## config.mk

```make
export PLATFORM = sky130hd
export DESIGN_NAME = ir_frame_symbol_encoder_core_flat
export DESIGN_NICKNAME = d
export VERILOG_FILES = /design/src/hw/rtl/irfse_pkg.sv /design/src/hw/rtl/irfse_if.sv /design/src/hw/rtl/irfse_front.sv /design/src/hw/rtl/irfse_queue.sv /design/src/hw/rtl/irfse_back.sv /design/src/hw/rtl/ir_frame_symbol_encoder_core.sv /design/src/flat_wrapper.sv
export SDC_FILE = /design/constraint.sdc
export NUM_CORES = 1
export LEC_CHECK = 0
export ABC_AREA = 1
export BUFFER_PORTS_ARGS = -buffer_cell sky130_fd_sc_hd__buf_2
export CAP_MARGIN = 10
export CELL_PAD_IN_SITES_DETAIL_PLACEMENT = 1
export CELL_PAD_IN_SITES_GLOBAL_PLACEMENT = 2
export CORE_MARGIN = 1.5
export CORE_UTILIZATION = 30
export CTS_CLUSTER_DIAMETER = 120
export CTS_CLUSTER_SIZE = 25
export DETAILED_ROUTE_END_ITERATION = 8
export PLACE_DENSITY = 0.7
export SKIP_CTS_REPAIR_TIMING = 1
export SLEW_MARGIN = 10
export SYNTH_ARGS = -nofsm -noshare
export SYNTH_HDL_FRONTEND = slang
export SYNTH_SLANG_ARGS = --single-unit
export TNS_END_PERCENT = 1
```

## constraint.sdc

```tcl
create_clock -name clk -period 6.8 [get_ports clk]
set_input_delay 1.36 -clock clk [delete_from_list [all_inputs] [get_ports clk]]
set_output_delay 1.36 -clock clk [all_outputs]
set_load 0.01 [all_outputs]
```

## src/hw/rtl/irfse_pkg.sv

```systemverilog
// Shared types, constants and duration tables for the IR frame symbol encoder.
package irfse_pkg;

	// Default frame section sizes in bytes
	localparam int SECTION1_BYTES_DEF = 8;
	localparam int SECTION2_BYTES_DEF = 8;
	localparam int SECTION3_BYTES_DEF = 19;

	// Default depth of the command queue between front and back
	localparam int QUEUE_DEPTH_DEF = 4;

	localparam int MARK_W   = 12;
	localparam int SPACE_W  = 15;
	localparam int KIND_W   = 3;
	localparam int STEP_W   = 4;

	// Preamble symbol count, header lengths
	localparam logic [STEP_W-1:0] PRE_COUNT  = STEP_W'(6);
	localparam logic [STEP_W-1:0] HDR_PRE_N  = STEP_W'(7);
	localparam logic [STEP_W-1:0] HDR_GAP_N  = STEP_W'(2);
	localparam logic [STEP_W-1:0] BITS_N     = STEP_W'(8);

	// Timing profile codes
	localparam logic PROF_CAPTURED = 1'b0;
	localparam logic PROF_NOMINAL  = 1'b1;

	typedef enum logic [KIND_W-1:0] {
		KIND_PRE  = 3'd0,
		KIND_LEAD = 3'd1,
		KIND_GAP  = 3'd2,
		KIND_ZERO = 3'd3,
		KIND_ONE  = 3'd4,
		KIND_TERM = 3'd5
	} irfse_kind_t;

	// One classified byte handed from front to back
	typedef struct packed {
		logic [7:0] data;
		logic       profile;
		logic       pre;
		logic       gap;
		logic       term;
	} irfse_cmd_t;

	typedef struct packed {
		logic [MARK_W-1:0]  mark;
		logic [SPACE_W-1:0] space;
	} irfse_dur_t;

	// Duration lookup for a symbol kind under a timing profile
	function automatic irfse_dur_t sym_dur(input logic prof, input irfse_kind_t kind,
			input logic [2:0] pre_idx);
		irfse_dur_t d;
		d = '0;
		case (kind)
			KIND_PRE: begin
				case (pre_idx)
					3'd0:    d = '{12'd531, 15'd330};
					3'd1:    d = '{12'd510, 15'd356};
					3'd2:    d = '{12'd507, 15'd359};
					3'd3:    d = '{12'd504, 15'd362};
					3'd4:    d = '{12'd500, 15'd389};
					3'd5:    d = '{12'd474, 15'd25076};
					default: d = '0;
				endcase
			end
			KIND_LEAD: d = (prof == PROF_NOMINAL) ? '{12'd3360, 15'd1760} : '{12'd3462, 15'd1728};
			KIND_GAP:  d = (prof == PROF_NOMINAL) ? '{12'd360, 15'd32300} : '{12'd437, 15'd2743};
			KIND_ZERO: d = (prof == PROF_NOMINAL) ? '{12'd360, 15'd520}   : '{12'd438, 15'd428};
			KIND_ONE:  d = (prof == PROF_NOMINAL) ? '{12'd360, 15'd1370}  : '{12'd438, 15'd1294};
			KIND_TERM: d = (prof == PROF_NOMINAL) ? '{12'd360, 15'd0}     : '{12'd439, 15'd0};
			default:   d = '0;
		endcase
		return d;
	endfunction

endpackage

```

## src/hw/rtl/irfse_if.sv

```systemverilog
// Channel interfaces: frame bytes in, timed symbols out.
interface irfse_byte_if;
	logic       valid;
	logic       ready;
	logic [7:0] data_byte;

	modport source (output valid, output data_byte, input ready);
	modport sink (input valid, input data_byte, output ready);
endinterface

interface irfse_sym_if;
	logic                         valid;
	logic                         ready;
	logic [irfse_pkg::MARK_W-1:0]  mark_us;
	logic [irfse_pkg::SPACE_W-1:0] dark_us;
	logic [irfse_pkg::KIND_W-1:0]  symbol_kind;
	logic                         last_of_item;
	logic                         frame_done;

	modport source (output valid, output mark_us, output dark_us, output symbol_kind,
		output last_of_item, output frame_done, input ready);
	modport sink (input valid, input mark_us, input dark_us, input symbol_kind,
		input last_of_item, input frame_done, output ready);
endinterface

```

## src/hw/rtl/irfse_front.sv

```systemverilog
// Front end: accepts frame bytes, tracks frame position and classifies each byte.
module irfse_front #(
	parameter int SECTION1_BYTES = irfse_pkg::SECTION1_BYTES_DEF,
	parameter int SECTION2_BYTES = irfse_pkg::SECTION2_BYTES_DEF,
	parameter int SECTION3_BYTES = irfse_pkg::SECTION3_BYTES_DEF
) (
	input  logic                 clk,
	input  logic                 arst_n,
	input  logic                 cfg_we,
	input  logic                 cfg_data,
	irfse_byte_if.sink           frame_bytes,
	output logic                 push,
	output irfse_pkg::irfse_cmd_t push_cmd,
	input  logic                 push_ready
);

	localparam int FRAME_BYTES = SECTION1_BYTES + SECTION2_BYTES + SECTION3_BYTES;
	localparam int POS_W       = $clog2(FRAME_BYTES);

	logic             profile_q;
	logic [POS_W-1:0] pos_q;
	logic             is_last;

	// Timing profile register, nominal after reset
	always_ff @(posedge clk or negedge arst_n) begin
		if (!arst_n) begin
			profile_q <= irfse_pkg::PROF_NOMINAL;
		end else if (cfg_we) begin
			profile_q <= cfg_data;
		end
	end

	assign frame_bytes.ready = push_ready;
	assign push              = frame_bytes.valid && push_ready;
	assign is_last           = (pos_q == POS_W'(FRAME_BYTES - 1));

	// Classify the byte by its place in the frame
	always_comb begin
		push_cmd.data    = frame_bytes.data_byte;
		push_cmd.profile = profile_q;
		push_cmd.pre     = (pos_q == '0);
		push_cmd.gap     = (pos_q == POS_W'(SECTION1_BYTES)) ||
			(pos_q == POS_W'(SECTION1_BYTES + SECTION2_BYTES));
		push_cmd.term    = is_last;
	end

	// Byte position within the frame, wraps after the last byte
	always_ff @(posedge clk or negedge arst_n) begin
		if (!arst_n) begin
			pos_q <= '0;
		end else if (push) begin
			pos_q <= is_last ? '0 : pos_q + POS_W'(1);
		end
	end

	a_pos_range: assert property (@(posedge clk) disable iff (!arst_n)
		pos_q <= POS_W'(FRAME_BYTES - 1))
		else $error("frame position out of range");

endmodule

```

## src/hw/rtl/irfse_queue.sv

```systemverilog
// Short command queue decoupling the front end from the symbol sequencer.
module irfse_queue #(
	parameter int DEPTH = irfse_pkg::QUEUE_DEPTH_DEF
) (
	input  logic                  clk,
	input  logic                  arst_n,
	input  logic                  push,
	input  irfse_pkg::irfse_cmd_t push_cmd,
	output logic                  push_ready,
	input  logic                  pop,
	output irfse_pkg::irfse_cmd_t head_cmd,
	output logic                  head_valid
);

	localparam int PTR_W = $clog2(DEPTH);
	localparam int CNT_W = $clog2(DEPTH + 1);

	irfse_pkg::irfse_cmd_t slots_q [DEPTH];
	logic [PTR_W-1:0]      wr_ptr_q;
	logic [PTR_W-1:0]      rd_ptr_q;
	logic [CNT_W-1:0]      count_q;
	logic                  do_push;
	logic                  do_pop;

	assign push_ready = (count_q != CNT_W'(DEPTH));
	assign head_valid = (count_q != '0);
	assign head_cmd   = slots_q[rd_ptr_q];
	assign do_push    = push && push_ready;
	assign do_pop     = pop && head_valid;

	// Payload slots
	always_ff @(posedge clk) begin
		if (do_push) begin
			slots_q[wr_ptr_q] <= push_cmd;
		end
	end

	// Pointers and fill count
	always_ff @(posedge clk or negedge arst_n) begin
		if (!arst_n) begin
			wr_ptr_q <= '0;
			rd_ptr_q <= '0;
			count_q  <= '0;
		end else begin
			if (do_push) begin
				wr_ptr_q <= (wr_ptr_q == PTR_W'(DEPTH - 1)) ? '0 : wr_ptr_q + PTR_W'(1);
			end
			if (do_pop) begin
				rd_ptr_q <= (rd_ptr_q == PTR_W'(DEPTH - 1)) ? '0 : rd_ptr_q + PTR_W'(1);
			end
			if (do_push && !do_pop) begin
				count_q <= count_q + CNT_W'(1);
			end else if (do_pop && !do_push) begin
				count_q <= count_q - CNT_W'(1);
			end
		end
	end

	a_count_range: assert property (@(posedge clk) disable iff (!arst_n)
		count_q <= CNT_W'(DEPTH))
		else $error("queue count exceeds depth");

	a_pop_nonempty: assert property (@(posedge clk) disable iff (!arst_n)
		pop |-> head_valid)
		else $error("pop from empty queue");

endmodule

```

## src/hw/rtl/irfse_back.sv

```systemverilog
// Back end: steps through one command's symbols into the output register, one per cycle unless stalled.
module irfse_back (
	input  logic                  clk,
	input  logic                  arst_n,
	input  irfse_pkg::irfse_cmd_t head_cmd,
	input  logic                  head_valid,
	output logic                  pop,
	irfse_sym_if.source           symbols
);

	localparam int SW = irfse_pkg::STEP_W;

	logic [SW-1:0]          step_q;
	logic [SW-1:0]          hdr_n;
	logic [SW-1:0]          total_n;
	logic [SW-1:0]          bit_pos;
	logic                   sym_last;
	logic                   advance;
	irfse_pkg::irfse_kind_t kind;
	logic [2:0]             pre_idx;
	irfse_pkg::irfse_dur_t  dur;

	logic                          out_valid_q;
	logic [irfse_pkg::MARK_W-1:0]  mark_q;
	logic [irfse_pkg::SPACE_W-1:0] space_q;
	logic [irfse_pkg::KIND_W-1:0]  kind_q;
	logic                          last_q;
	logic                          done_q;

	// Symbol count of the command at the head of the queue
	always_comb begin
		if (head_cmd.pre) begin
			hdr_n = irfse_pkg::HDR_PRE_N;
		end else if (head_cmd.gap) begin
			hdr_n = irfse_pkg::HDR_GAP_N;
		end else begin
			hdr_n = '0;
		end
		total_n  = hdr_n + irfse_pkg::BITS_N + SW'(head_cmd.term);
		sym_last = (step_q == total_n - SW'(1));
		bit_pos  = step_q - hdr_n;
	end

	// Decode the current step into a symbol kind
	always_comb begin
		pre_idx = step_q[2:0];
		if (step_q < hdr_n) begin
			if (head_cmd.pre) begin
				kind = (step_q < irfse_pkg::PRE_COUNT) ? irfse_pkg::KIND_PRE
					: irfse_pkg::KIND_LEAD;
			end else begin
				kind = (step_q == '0) ? irfse_pkg::KIND_GAP : irfse_pkg::KIND_LEAD;
			end
		end else if (bit_pos < irfse_pkg::BITS_N) begin
			kind = head_cmd.data[bit_pos[2:0]] ? irfse_pkg::KIND_ONE : irfse_pkg::KIND_ZERO;
		end else begin
			kind = irfse_pkg::KIND_TERM;
		end
		dur = irfse_pkg::sym_dur(head_cmd.profile, kind, pre_idx);
	end

	assign advance = head_valid && (!out_valid_q || symbols.ready);
	assign pop     = advance && sym_last;

	// Step counter
	always_ff @(posedge clk or negedge arst_n) begin
		if (!arst_n) begin
			step_q <= '0;
		end else if (advance) begin
			step_q <= sym_last ? '0 : step_q + SW'(1);
		end
	end

	// Output register valid
	always_ff @(posedge clk or negedge arst_n) begin
		if (!arst_n) begin
			out_valid_q <= 1'b0;
		end else if (advance) begin
			out_valid_q <= 1'b1;
		end else if (symbols.ready) begin
			out_valid_q <= 1'b0;
		end
	end

	// Output register payload
	always_ff @(posedge clk) begin
		if (advance) begin
			mark_q  <= dur.mark;
			space_q <= dur.space;
			kind_q  <= kind;
			last_q  <= sym_last;
			done_q  <= (kind == irfse_pkg::KIND_TERM);
		end
	end

	assign symbols.valid        = out_valid_q;
	assign symbols.mark_us      = mark_q;
	assign symbols.dark_us      = space_q;
	assign symbols.symbol_kind  = kind_q;
	assign symbols.last_of_item = last_q;
	assign symbols.frame_done   = done_q;

	a_step_range: assert property (@(posedge clk) disable iff (!arst_n)
		head_valid |-> step_q < total_n)
		else $error("symbol step beyond command length");

	a_done_is_last: assert property (@(posedge clk) disable iff (!arst_n)
		(out_valid_q && done_q) |-> last_q)
		else $error("frame end symbol not last of its byte");

endmodule

```

## src/hw/rtl/ir_frame_symbol_encoder_core.sv

```systemverilog
// Top level of the IR frame symbol encoder: front end, command queue, symbol sequencer.
//
//  channel       dir  handshake        payload
//  frame_bytes   in   valid/ready      data_byte[7:0]
//  symbols       out  valid/ready      mark_us, dark_us, symbol_kind, last_of_item, frame_done
//  cfg           in   cfg_we (write)   cfg_data = profile select bit
//
// A byte becomes 8 to 15 symbols: 8 bits, plus 7 header symbols at frame start or
// 2 at a section start, plus the terminal at frame end. The sequencer emits one
// symbol per cycle while the output is not stalled.
// The front accepts a byte per cycle while the command queue has room.
// Reset clears frame position, queue and output valid; profile resets to nominal.
// A stalled output holds its symbol; the sequencer waits, the queue keeps filling.
module ir_frame_symbol_encoder_core #(
	parameter int SECTION1_BYTES = irfse_pkg::SECTION1_BYTES_DEF,
	parameter int SECTION2_BYTES = irfse_pkg::SECTION2_BYTES_DEF,
	parameter int SECTION3_BYTES = irfse_pkg::SECTION3_BYTES_DEF,
	parameter int QUEUE_DEPTH    = irfse_pkg::QUEUE_DEPTH_DEF
) (
	input  logic         clk,
	input  logic         arst_n,
	input  logic         cfg_we,
	input  logic         cfg_data,
	irfse_byte_if.sink   frame_bytes,
	irfse_sym_if.source  symbols
);

	logic                  push;
	logic                  push_ready;
	irfse_pkg::irfse_cmd_t push_cmd;
	logic                  pop;
	logic                  head_valid;
	irfse_pkg::irfse_cmd_t head_cmd;

	irfse_front #(
		.SECTION1_BYTES (SECTION1_BYTES),
		.SECTION2_BYTES (SECTION2_BYTES),
		.SECTION3_BYTES (SECTION3_BYTES)
	) u_front (
		.clk         (clk),
		.arst_n      (arst_n),
		.cfg_we      (cfg_we),
		.cfg_data    (cfg_data),
		.frame_bytes (frame_bytes),
		.push        (push),
		.push_cmd    (push_cmd),
		.push_ready  (push_ready)
	);

	irfse_queue #(
		.DEPTH (QUEUE_DEPTH)
	) u_queue (
		.clk        (clk),
		.arst_n     (arst_n),
		.push       (push),
		.push_cmd   (push_cmd),
		.push_ready (push_ready),
		.pop        (pop),
		.head_cmd   (head_cmd),
		.head_valid (head_valid)
	);

	irfse_back u_back (
		.clk        (clk),
		.arst_n     (arst_n),
		.head_cmd   (head_cmd),
		.head_valid (head_valid),
		.pop        (pop),
		.symbols    (symbols)
	);

endmodule
```

## src/flat_wrapper.sv

```systemverilog
// flat-port wrapper written by rule: the top's interface ports become plain ports
module ir_frame_symbol_encoder_core_flat 
#(
	parameter int SECTION1_BYTES = irfse_pkg::SECTION1_BYTES_DEF,
	parameter int SECTION2_BYTES = irfse_pkg::SECTION2_BYTES_DEF,
	parameter int SECTION3_BYTES = irfse_pkg::SECTION3_BYTES_DEF,
	parameter int QUEUE_DEPTH    = irfse_pkg::QUEUE_DEPTH_DEF
)
  (clk, arst_n, cfg_we, cfg_data, frame_bytes_valid, frame_bytes_data_byte, frame_bytes_ready, symbols_valid, symbols_mark_us, symbols_dark_us, symbols_symbol_kind, symbols_last_of_item, symbols_frame_done, symbols_ready);
  irfse_byte_if frame_bytes_i ();
  irfse_sym_if symbols_i ();
  input  logic clk;
  input  logic arst_n;
  input  logic cfg_we;
  input  logic cfg_data;
  input wire logic [$bits(frame_bytes_i.valid)-1:0] frame_bytes_valid;
  input wire logic [$bits(frame_bytes_i.data_byte)-1:0] frame_bytes_data_byte;
  output wire logic [$bits(frame_bytes_i.ready)-1:0] frame_bytes_ready;
  output wire logic [$bits(symbols_i.valid)-1:0] symbols_valid;
  output wire logic [$bits(symbols_i.mark_us)-1:0] symbols_mark_us;
  output wire logic [$bits(symbols_i.dark_us)-1:0] symbols_dark_us;
  output wire logic [$bits(symbols_i.symbol_kind)-1:0] symbols_symbol_kind;
  output wire logic [$bits(symbols_i.last_of_item)-1:0] symbols_last_of_item;
  output wire logic [$bits(symbols_i.frame_done)-1:0] symbols_frame_done;
  input wire logic [$bits(symbols_i.ready)-1:0] symbols_ready;
  assign frame_bytes_i.valid = frame_bytes_valid;
  assign frame_bytes_i.data_byte = frame_bytes_data_byte;
  assign frame_bytes_ready = frame_bytes_i.ready;
  assign symbols_valid = symbols_i.valid;
  assign symbols_mark_us = symbols_i.mark_us;
  assign symbols_dark_us = symbols_i.dark_us;
  assign symbols_symbol_kind = symbols_i.symbol_kind;
  assign symbols_last_of_item = symbols_i.last_of_item;
  assign symbols_frame_done = symbols_i.frame_done;
  assign symbols_i.ready = symbols_ready;
  ir_frame_symbol_encoder_core #(.SECTION1_BYTES(SECTION1_BYTES), .SECTION2_BYTES(SECTION2_BYTES), .SECTION3_BYTES(SECTION3_BYTES), .QUEUE_DEPTH(QUEUE_DEPTH)) u_core (.clk(clk), .arst_n(arst_n), .cfg_we(cfg_we), .cfg_data(cfg_data), .frame_bytes(frame_bytes_i), .symbols(symbols_i));
endmodule
```

==> key figures, run 1 <==
Pwr
  • Overall Power: 0.00306 W
  • Internal Power: 0.00169 W
  • Seq pwr share: 35.2%
  • Pleak: 2.34 nW
  • Switching Share: 44.5%
  • Part of the power in combinational logic: 49.1%
  • Total power divided by cell area: 562 nW/um^2
  • Peak VDD IR: 156 uV
  • Switch Pwr: 0.00136 W
  • Clock power share: 15.7%

Layout
  • Final Cell Area: 5440 um^2
  • Final std cells w/o fill: 704
  • ANT cells: 0
  • Area growth, synth to finish: 15.8%
  • Layout fillers: 1,696
  • Final core occ: 35.6%
  • NumNets Final: 529
  • Proportion of layout cells with a drive suffix above 1: 19.9%

Yosys
  • Number of synthesized flops with an enable pin: 78
  • Sequential cell area fraction in the yosys report: 60.0%
  • Synth warn: 0
  • Syn Area/Cell: 10.8 um^2
  • #FFs+latches synth: 97
  • Post-synth ARST share: 19.6%
  • Gate Count Post-Synth: 435
  • Yosys cell types: 41
  • Syn Nets: 476
  • Cell area after synthesis: 4700 um^2
  • Synth Flop Type: edfxtp_1

Place
  • Area after DPL: 5170 um^2
  • GP Congestion: 0.777
  • Placed cell count: 688
  • Post-detail-place hpwl: 7510 um
  • I/O Buffers: 47

Timing
  • Fin crit share: 58.0%
  • RSZ-0062 raised after global routing: false
  • Clock Skews: 9.45 ps
  • Setup TNS: 0 ps
  • Final hold vios: 0
  • Max Freq: 0.253 GHz
  • Slew HR: 35.5%
  • Setup violators final: 0
  • Tmin final: 3950 ps
  • Slew @ Worst Pin: 967 ps
  • Final max-slew violation count: 0

Worst setup path
  • FF-to-FF path depth: 19
  • CP startpoint kind: flip-flop
  • R2R Setup Slk: 2850 ps
  • Class of the most critical setup path: flip-flop to flip-flop
  • Worst Path Required: 7030 ps
  • Critical path capture point type: flip-flop
  • Slowest cell on crit path: dfrtp_1
  • CP max stage delay: 980 ps
  • Critical Path AT: 4170 ps
  • CP Cell Sequence: inv_6, nand2_2, nand3_2, nand2_4, inv_4, nor2_4, ha_1, or2_2, nand4_1, a21oi_2, nand2_2, nor2_4, inv_2, ha_1, inv_1, fa_1, a21oi_1, o21ai_0, xor2_1
  • CP delay by family, top: simple AND/OR/NAND/NOR gates
  • Critical path peak fanout: 27
  • Reg2reg end: u_core.u_queue.count_q[2]
  • CP Buf/Inv Count: 4
  • R2r startpoint: u_core.u_queue.rd_ptr_q[0]

Hold path
  • Worst Hold Class: flip-flop to flip-flop
  • Worst Hold End: u_core.u_queue.count_q[0]
  • Hold Path Origin: u_core.u_queue.count_q[0]
  • Hold path depth: 1

Clocking
  • CTS Sinks: 97
  • CTS tree: yes
  • CTS Buffer Depth: 2
  • CTS H-Tree Depth: 3
  • CTS root buffer: clkbuf_16
  • Clock Pin Slew Worst Setup and Hold Paths: 70 ps
  • Cts bufs inserted: 9
  • Clk Latency, worst-skew pair: 350 ps

Detailed routing
  • Antenna viol nets, final: 0
  • WL/cell: 15.3 um
  • First-pass detailed-route iteration total: 4
  • Detailed router's first-iteration violation count: 248
  • Drt total wl: 10,800 um
  • Via-to-Cell Ratio: 4.57
  • DR DRC count: 0
  • Routed vias: 3,220

Run
  • Max-cap violation count: 0

Global routing
  • GRT Residual Overflow: 0
  • Met3 Track Usage GR: 3.17%
  • Total GRT Usage: 14.5%
  • Largest net degree at the start of global routing: 36
  • First-pass GRT wire length: 18,000 um
  • GRT busiest layer: met2
  • Grt met2 use: 23.8%
  • Global Route met1 Usage: 18.5%
  • Initial antenna violation count: 0
  • Vias in the first global route: 3,482

Die
  • I/O pin count: 48
  • # rows: 45
  • Die width: 128 um
  • Die span in y: 128 um
  • Starting Density: 30.8%
  • Die area: 16,400 um^2
  • Core area: 15,300 um^2

Run status
  • Status: completed
state kept, by name (all words and copies together), names as in the netlist, 2 cells and up:
register	cells
u_core.u_queue.wr_ptr_q	2
u_core.u_back.symbols.symbol_kind	3
u_core.u_back.step_q	4
u_core.u_queue.count_q	3
u_core.u_queue.slots_q	48
u_core.u_back.symbols.mark_us	11
u_core.u_queue.rd_ptr_q	2
u_core.u_back.symbols.dark_us	14
u_core.u_front.pos_q	6
layer usage:
layer	share of wire [%]	vias to the layer above
li1	-	1575
met1	48	1591
met2	48	40
met3	2.7	14
met4	1.6	0
met5	0	-
Yosys cell counts (6+ instances only):
cell type,number,area [um^2]
nand2_1,101,379
edfxtp_1,78,2340
nand3_1,45,225
inv_1,42,158
ha_1,25,313
nor2_1,24,90.1
o21ai_0,19,95.1
dfrtp_1,18,450
a21oi_1,9,45.0
nand4_1,7,43.8
inv_2,6,22.5
kinds of logic after synthesis:
group / after synthesis / synth area share [%]
xor gates and xnor gates: 7 / 1.31
AOI/OAI and AO/OA: 43 / 5.62
adders and majority gates: 27 / 7.51
and+or+nand+nor: 199 / 19.5
buffers and inverters: 61 / 5.83
muxes: 1 / 0.240
DFF: 97 / 60.0
placed cells by master, fill, tap and decap left out, drive strengths merged, types with 11 or more instances in the layout:
| master | count |
|---|---|
| a21oi | 11 |
| buf | 52 |
| clkbuf | 11 |
| dfrtp | 18 |
| edfxtp | 78 |
| ha | 25 |
| inv | 52 |
| nand2 | 106 |
| nand3 | 48 |
| nor2 | 30 |
| o21ai | 24 |
how the worst max path moves through the flow:
stage                                     from                        end  slack, ps  cells past startpoint
CTS                 u_core.u_queue.rd_ptr_q[0]  u_core.u_queue.count_q[2]       2830                     19
detailed placement  u_core.u_queue.rd_ptr_q[0]  u_core.u_queue.count_q[2]       2840                     19
global placement    u_core.u_queue.rd_ptr_q[0]  u_core.u_queue.count_q[2]       3000                     19
floorplan                        symbols_ready  u_core.u_queue.count_q[1]       2860                     10
finish              u_core.u_queue.rd_ptr_q[0]  u_core.u_queue.count_q[2]       2850                     19
global route        u_core.u_queue.rd_ptr_q[0]  u_core.u_queue.count_q[2]       2480                     19
power groups by stage:
stage	clock network, W	logic (W)	registers, W
floorplan	0	0.00107	0.00108
global placement	0	0.00148	0.00108
detailed placement	0	0.00152	0.00109
CTS	0.000492	0.00153	0.00108
global route	0.000516	0.00175	0.00110
finish	0.000480	0.00150	0.00108
through the flow:
| step | worst slack (ps) | hold slack [ps] |
|---|---|---|
| floorplan | 2860 | 498 |
| global placement | 3000 | 533 |
| detailed placement | 2840 | 545 |
| CTS | 2830 | 560 |
| global route | 2480 | 572 |
| finish | 2850 | 557 |
layout make-up:
| cell class | count | area [um^2] | area share (%) |
|---|---|---|---|
| timing repair buffer | 52 | 273 | 5.01 |
| sequential | 97 | 2820 | 51.8 |
| inverter | 51 | 199 | 3.66 |
| multi-input combinational | 277 | 1610 | 29.7 |
| clock buffer | 11 | 233 | 4.28 |
| clock inverter | 5 | 38.8 | 0.713 |
| tap | 211 | 264 | 4.85 |
Note: power is estimated with default switching activity, not from simulation.
==> inputs of run 2 (changes only) <==
PLACE_DENSITY = 0.73   (was 0.7)
clock period = 3.6 ns   (was 6.8 ns; I/O delays follow)
==> run 2 against run 1 <==
  * Register-to-register slack worse by 2600 ps
  * Non-clock buffer count is 3 higher
  * Die area stayed put
  * Setup slack worse by 2600 ps
  * Critical path depth is 2 lower
  * Clock skew is 2.1 ps higher
  * Sequential share of layout area is 0.57 points lower
  * Clock power is 110% higher
  * Design area is 1.2% higher
  * Critical endpoint unchanged
==> key figures, run 2 (same netlist as run 1, synthesis figures left out) <==
Layout
  • Final core occ: 36.1% (+0.41 points)
  • Area growth, synth to finish: 17.1%
  • Largest Register: u_core.u_queue.slots_q
  • ANT cells: 0 (unchanged)
  • Leading cell type in the layout, fill and taps excluded: nand2_1
  • Proportion of layout cells with a drive suffix above 1: 20.9% (+1.0 points)
  • NumNets Final: 533 (+0.76%)
  • Flip-flop count of the largest register after layout: 48 (unchanged)
  • Most frequent cells in the layout: nand2_1 (101), edfxtp_1 (78), buf_2 (47)
  • Final Cell Area: 5500 um^2 (+1.2%)

Timing
  • Final hold vios: 0 (unchanged)
  • RSZ-0062 raised after global routing: false
  • Final max-slew violation count: 0 (unchanged)
  • Worst hold slack: 315 ps (-242 ps)
  • Slew HR: 68.0% (+32 points)
  • Setup TNS: 0 ps (unchanged)
  • Clock Skews: 11.5 ps (+2.06 ps)
  • Fin crit share: 92.1% (+34 points)
  • Tmin final: 3310 ps (-632 ps)
  • Slew @ Worst Pin: 481 ps (-486 ps)
  • Max Freq: 0.302 GHz (+19%)
  • Setup violators final: 0 (unchanged)

Detailed routing
  • Drt total wl: 10,600 um (-1.3%)
  • Routed vias: 3,184 (-1.1%)
  • First-pass detailed-route iteration total: 4 (unchanged)
  • DR DRC count: 0 (unchanged)
  • Via-to-Cell Ratio: 4.50 (-1.7%)
  • WL/cell: 15.0 um (-1.8%)
  • Detailed router's first-iteration violation count: 215 (-13%)
  • Antenna viol nets, final: 0 (unchanged)

Pwr
  • Overall Power: 0.00589 W (+93%)
  • Peak VDD IR: 297 uV (+90%)
  • Total power divided by cell area: 1070 nW/um^2 (+91%)
  • Pleak: 2.38 nW (+1.5%)

Die
  • Starting Density: 30.8% (unchanged)
  • # rows: 45 (unchanged)
  • Die width: 128 um (unchanged)
  • Die span in y: 128 um (unchanged)
  • I/O pin count: 48 (unchanged)
  • Die area: 16,400 um^2 (unchanged)
  • Core area: 15,300 um^2 (unchanged)

Global routing
  • First-pass GRT wire length: 17,100 um (-4.9%)
  • Largest net degree at the start of global routing: 35 (-2.8%)
  • Initial antenna violation count: 0 (unchanged)
  • Vias in the first global route: 3,356 (-3.6%)
  • Total GRT Usage: 13.6% (-0.81 points)
  • GRT Residual Overflow: 0 (unchanged)

Worst setup path
  • R2R Setup Slk: 290 ps (-2570 ps)
  • Worst Path Required: 3830 ps (-3200 ps)
  • Critical path capture point type: flip-flop
  • R2r startpoint: u_core.u_queue.rd_ptr_q[0]
  • Critical Path AT: 3540 ps (-630 ps)
  • Critical path peak fanout: 13 (-52%)
  • FF-to-FF path depth: 17 (-2)
  • Start point of the critical path: u_core.u_queue.rd_ptr_q[0]
  • Reg2reg end: u_core.u_queue.count_q[2]
  • CP startpoint kind: flip-flop
  • Class of the most critical setup path: flip-flop to flip-flop

Place
  • Area after DPL: 5190 um^2 (+0.44%)
  • GP Congestion: 0.771 (-0.84%)
  • Post-detail-place hpwl: 7550 um (+0.61%)
  • I/O Buffers: 47 (unchanged)

Hold path
  • Worst Hold Class: input pin to async pin

Clocking
  • CTS root buffer: clkbuf_16
  • Clk Latency, worst-skew pair: 350 ps (about the same)
  • Clock Pin Slew Worst Setup and Hold Paths: 70 ps (about the same)
  • Cts bufs inserted: 9 (unchanged)
  • CTS Buffer Depth: 2 (unchanged)
  • CTS tree: yes
  • CTS H-Tree Depth: 3 (unchanged)
  • CTS Sinks: 97 (unchanged)

Run status
  • Status: completed

Run
  • Max-cap violation count: 0 (unchanged)
==> run 2: cell types whose count changed in the layout (fill, tap and decap cells not counted), sizes merged <==
| cell | change |
|---|---|
| buf | +3 |
| clkinv | +3 |
| bufinv | +1 |
| clkbuf | -1 |
| clkinvlp | -1 |
| inv | -1 |
==> run 2: worst max-delay path by stage <==
stage | to | slack (ps)
4_1_cts | u_core.u_queue.count_q[2] | 150
6_report | u_core.u_queue.count_q[2] | 290
2_1_floorplan | u_core.u_queue.count_q[1] | 300
3_3_place_gp | u_core.u_queue.count_q[2] | 290
3_5_place_dp | u_core.u_queue.count_q[2] | 160
5_1_grt | u_core.u_queue.count_q[2] | 100
==> run 2: layer usage <==
metal / global-route usage (%) / wire, um
met1: 17.7 / 5090
met2: 22.3 / 5050
met5: 0 / 0
met3: 3.30 / 335
met4: 4.63 / 147
==> run 2: through the flow <==
stage               setup WS [ps]  instances
floorplan                     299        435
global placement              292        691
detailed placement            160        691
CTS                           153        707
global route                 96.5        708
finish                        285        708
==> run 2: area by class of cell <==
class | count | area (um^2)
Fill cell | 1707 | 9760
Sequential cell | 97 | 2820
Multi-Input combinational cell | 277 | 1610
Timing Repair Buffer | 55 | 295
Tap cell | 211 | 264
Clock buffer | 10 | 229
Inverter | 51 | 199
Clock inverter | 6 | 76.3
Timing Repair inverter | 1 | 5.00
==> run 2: critical path, stage by stage, from the launching register on <==
cell      delay, ps
dfrtp_2         490
clkinv_4        140
nand2_1          80
a32o_1          220
ha_1            210
ha_1            310
or2_2           280
nand4_1         100
a21oi_2          40
nand2_2         130
nor2_4           60
inv_2            60
ha_1            140
inv_1            70
fa_1            430
a21oi_1         140
o21ai_0         120
xor2_1          150
==> run 2: power by group <==
group | switching (W) | total [W] | internal (W)
Combinational | 0.00195 | 0.00292 | 0.000965
Clock | 0.000444 | 0.000995 | 0.000550
Sequential | 0.000196 | 0.00198 | 0.00178
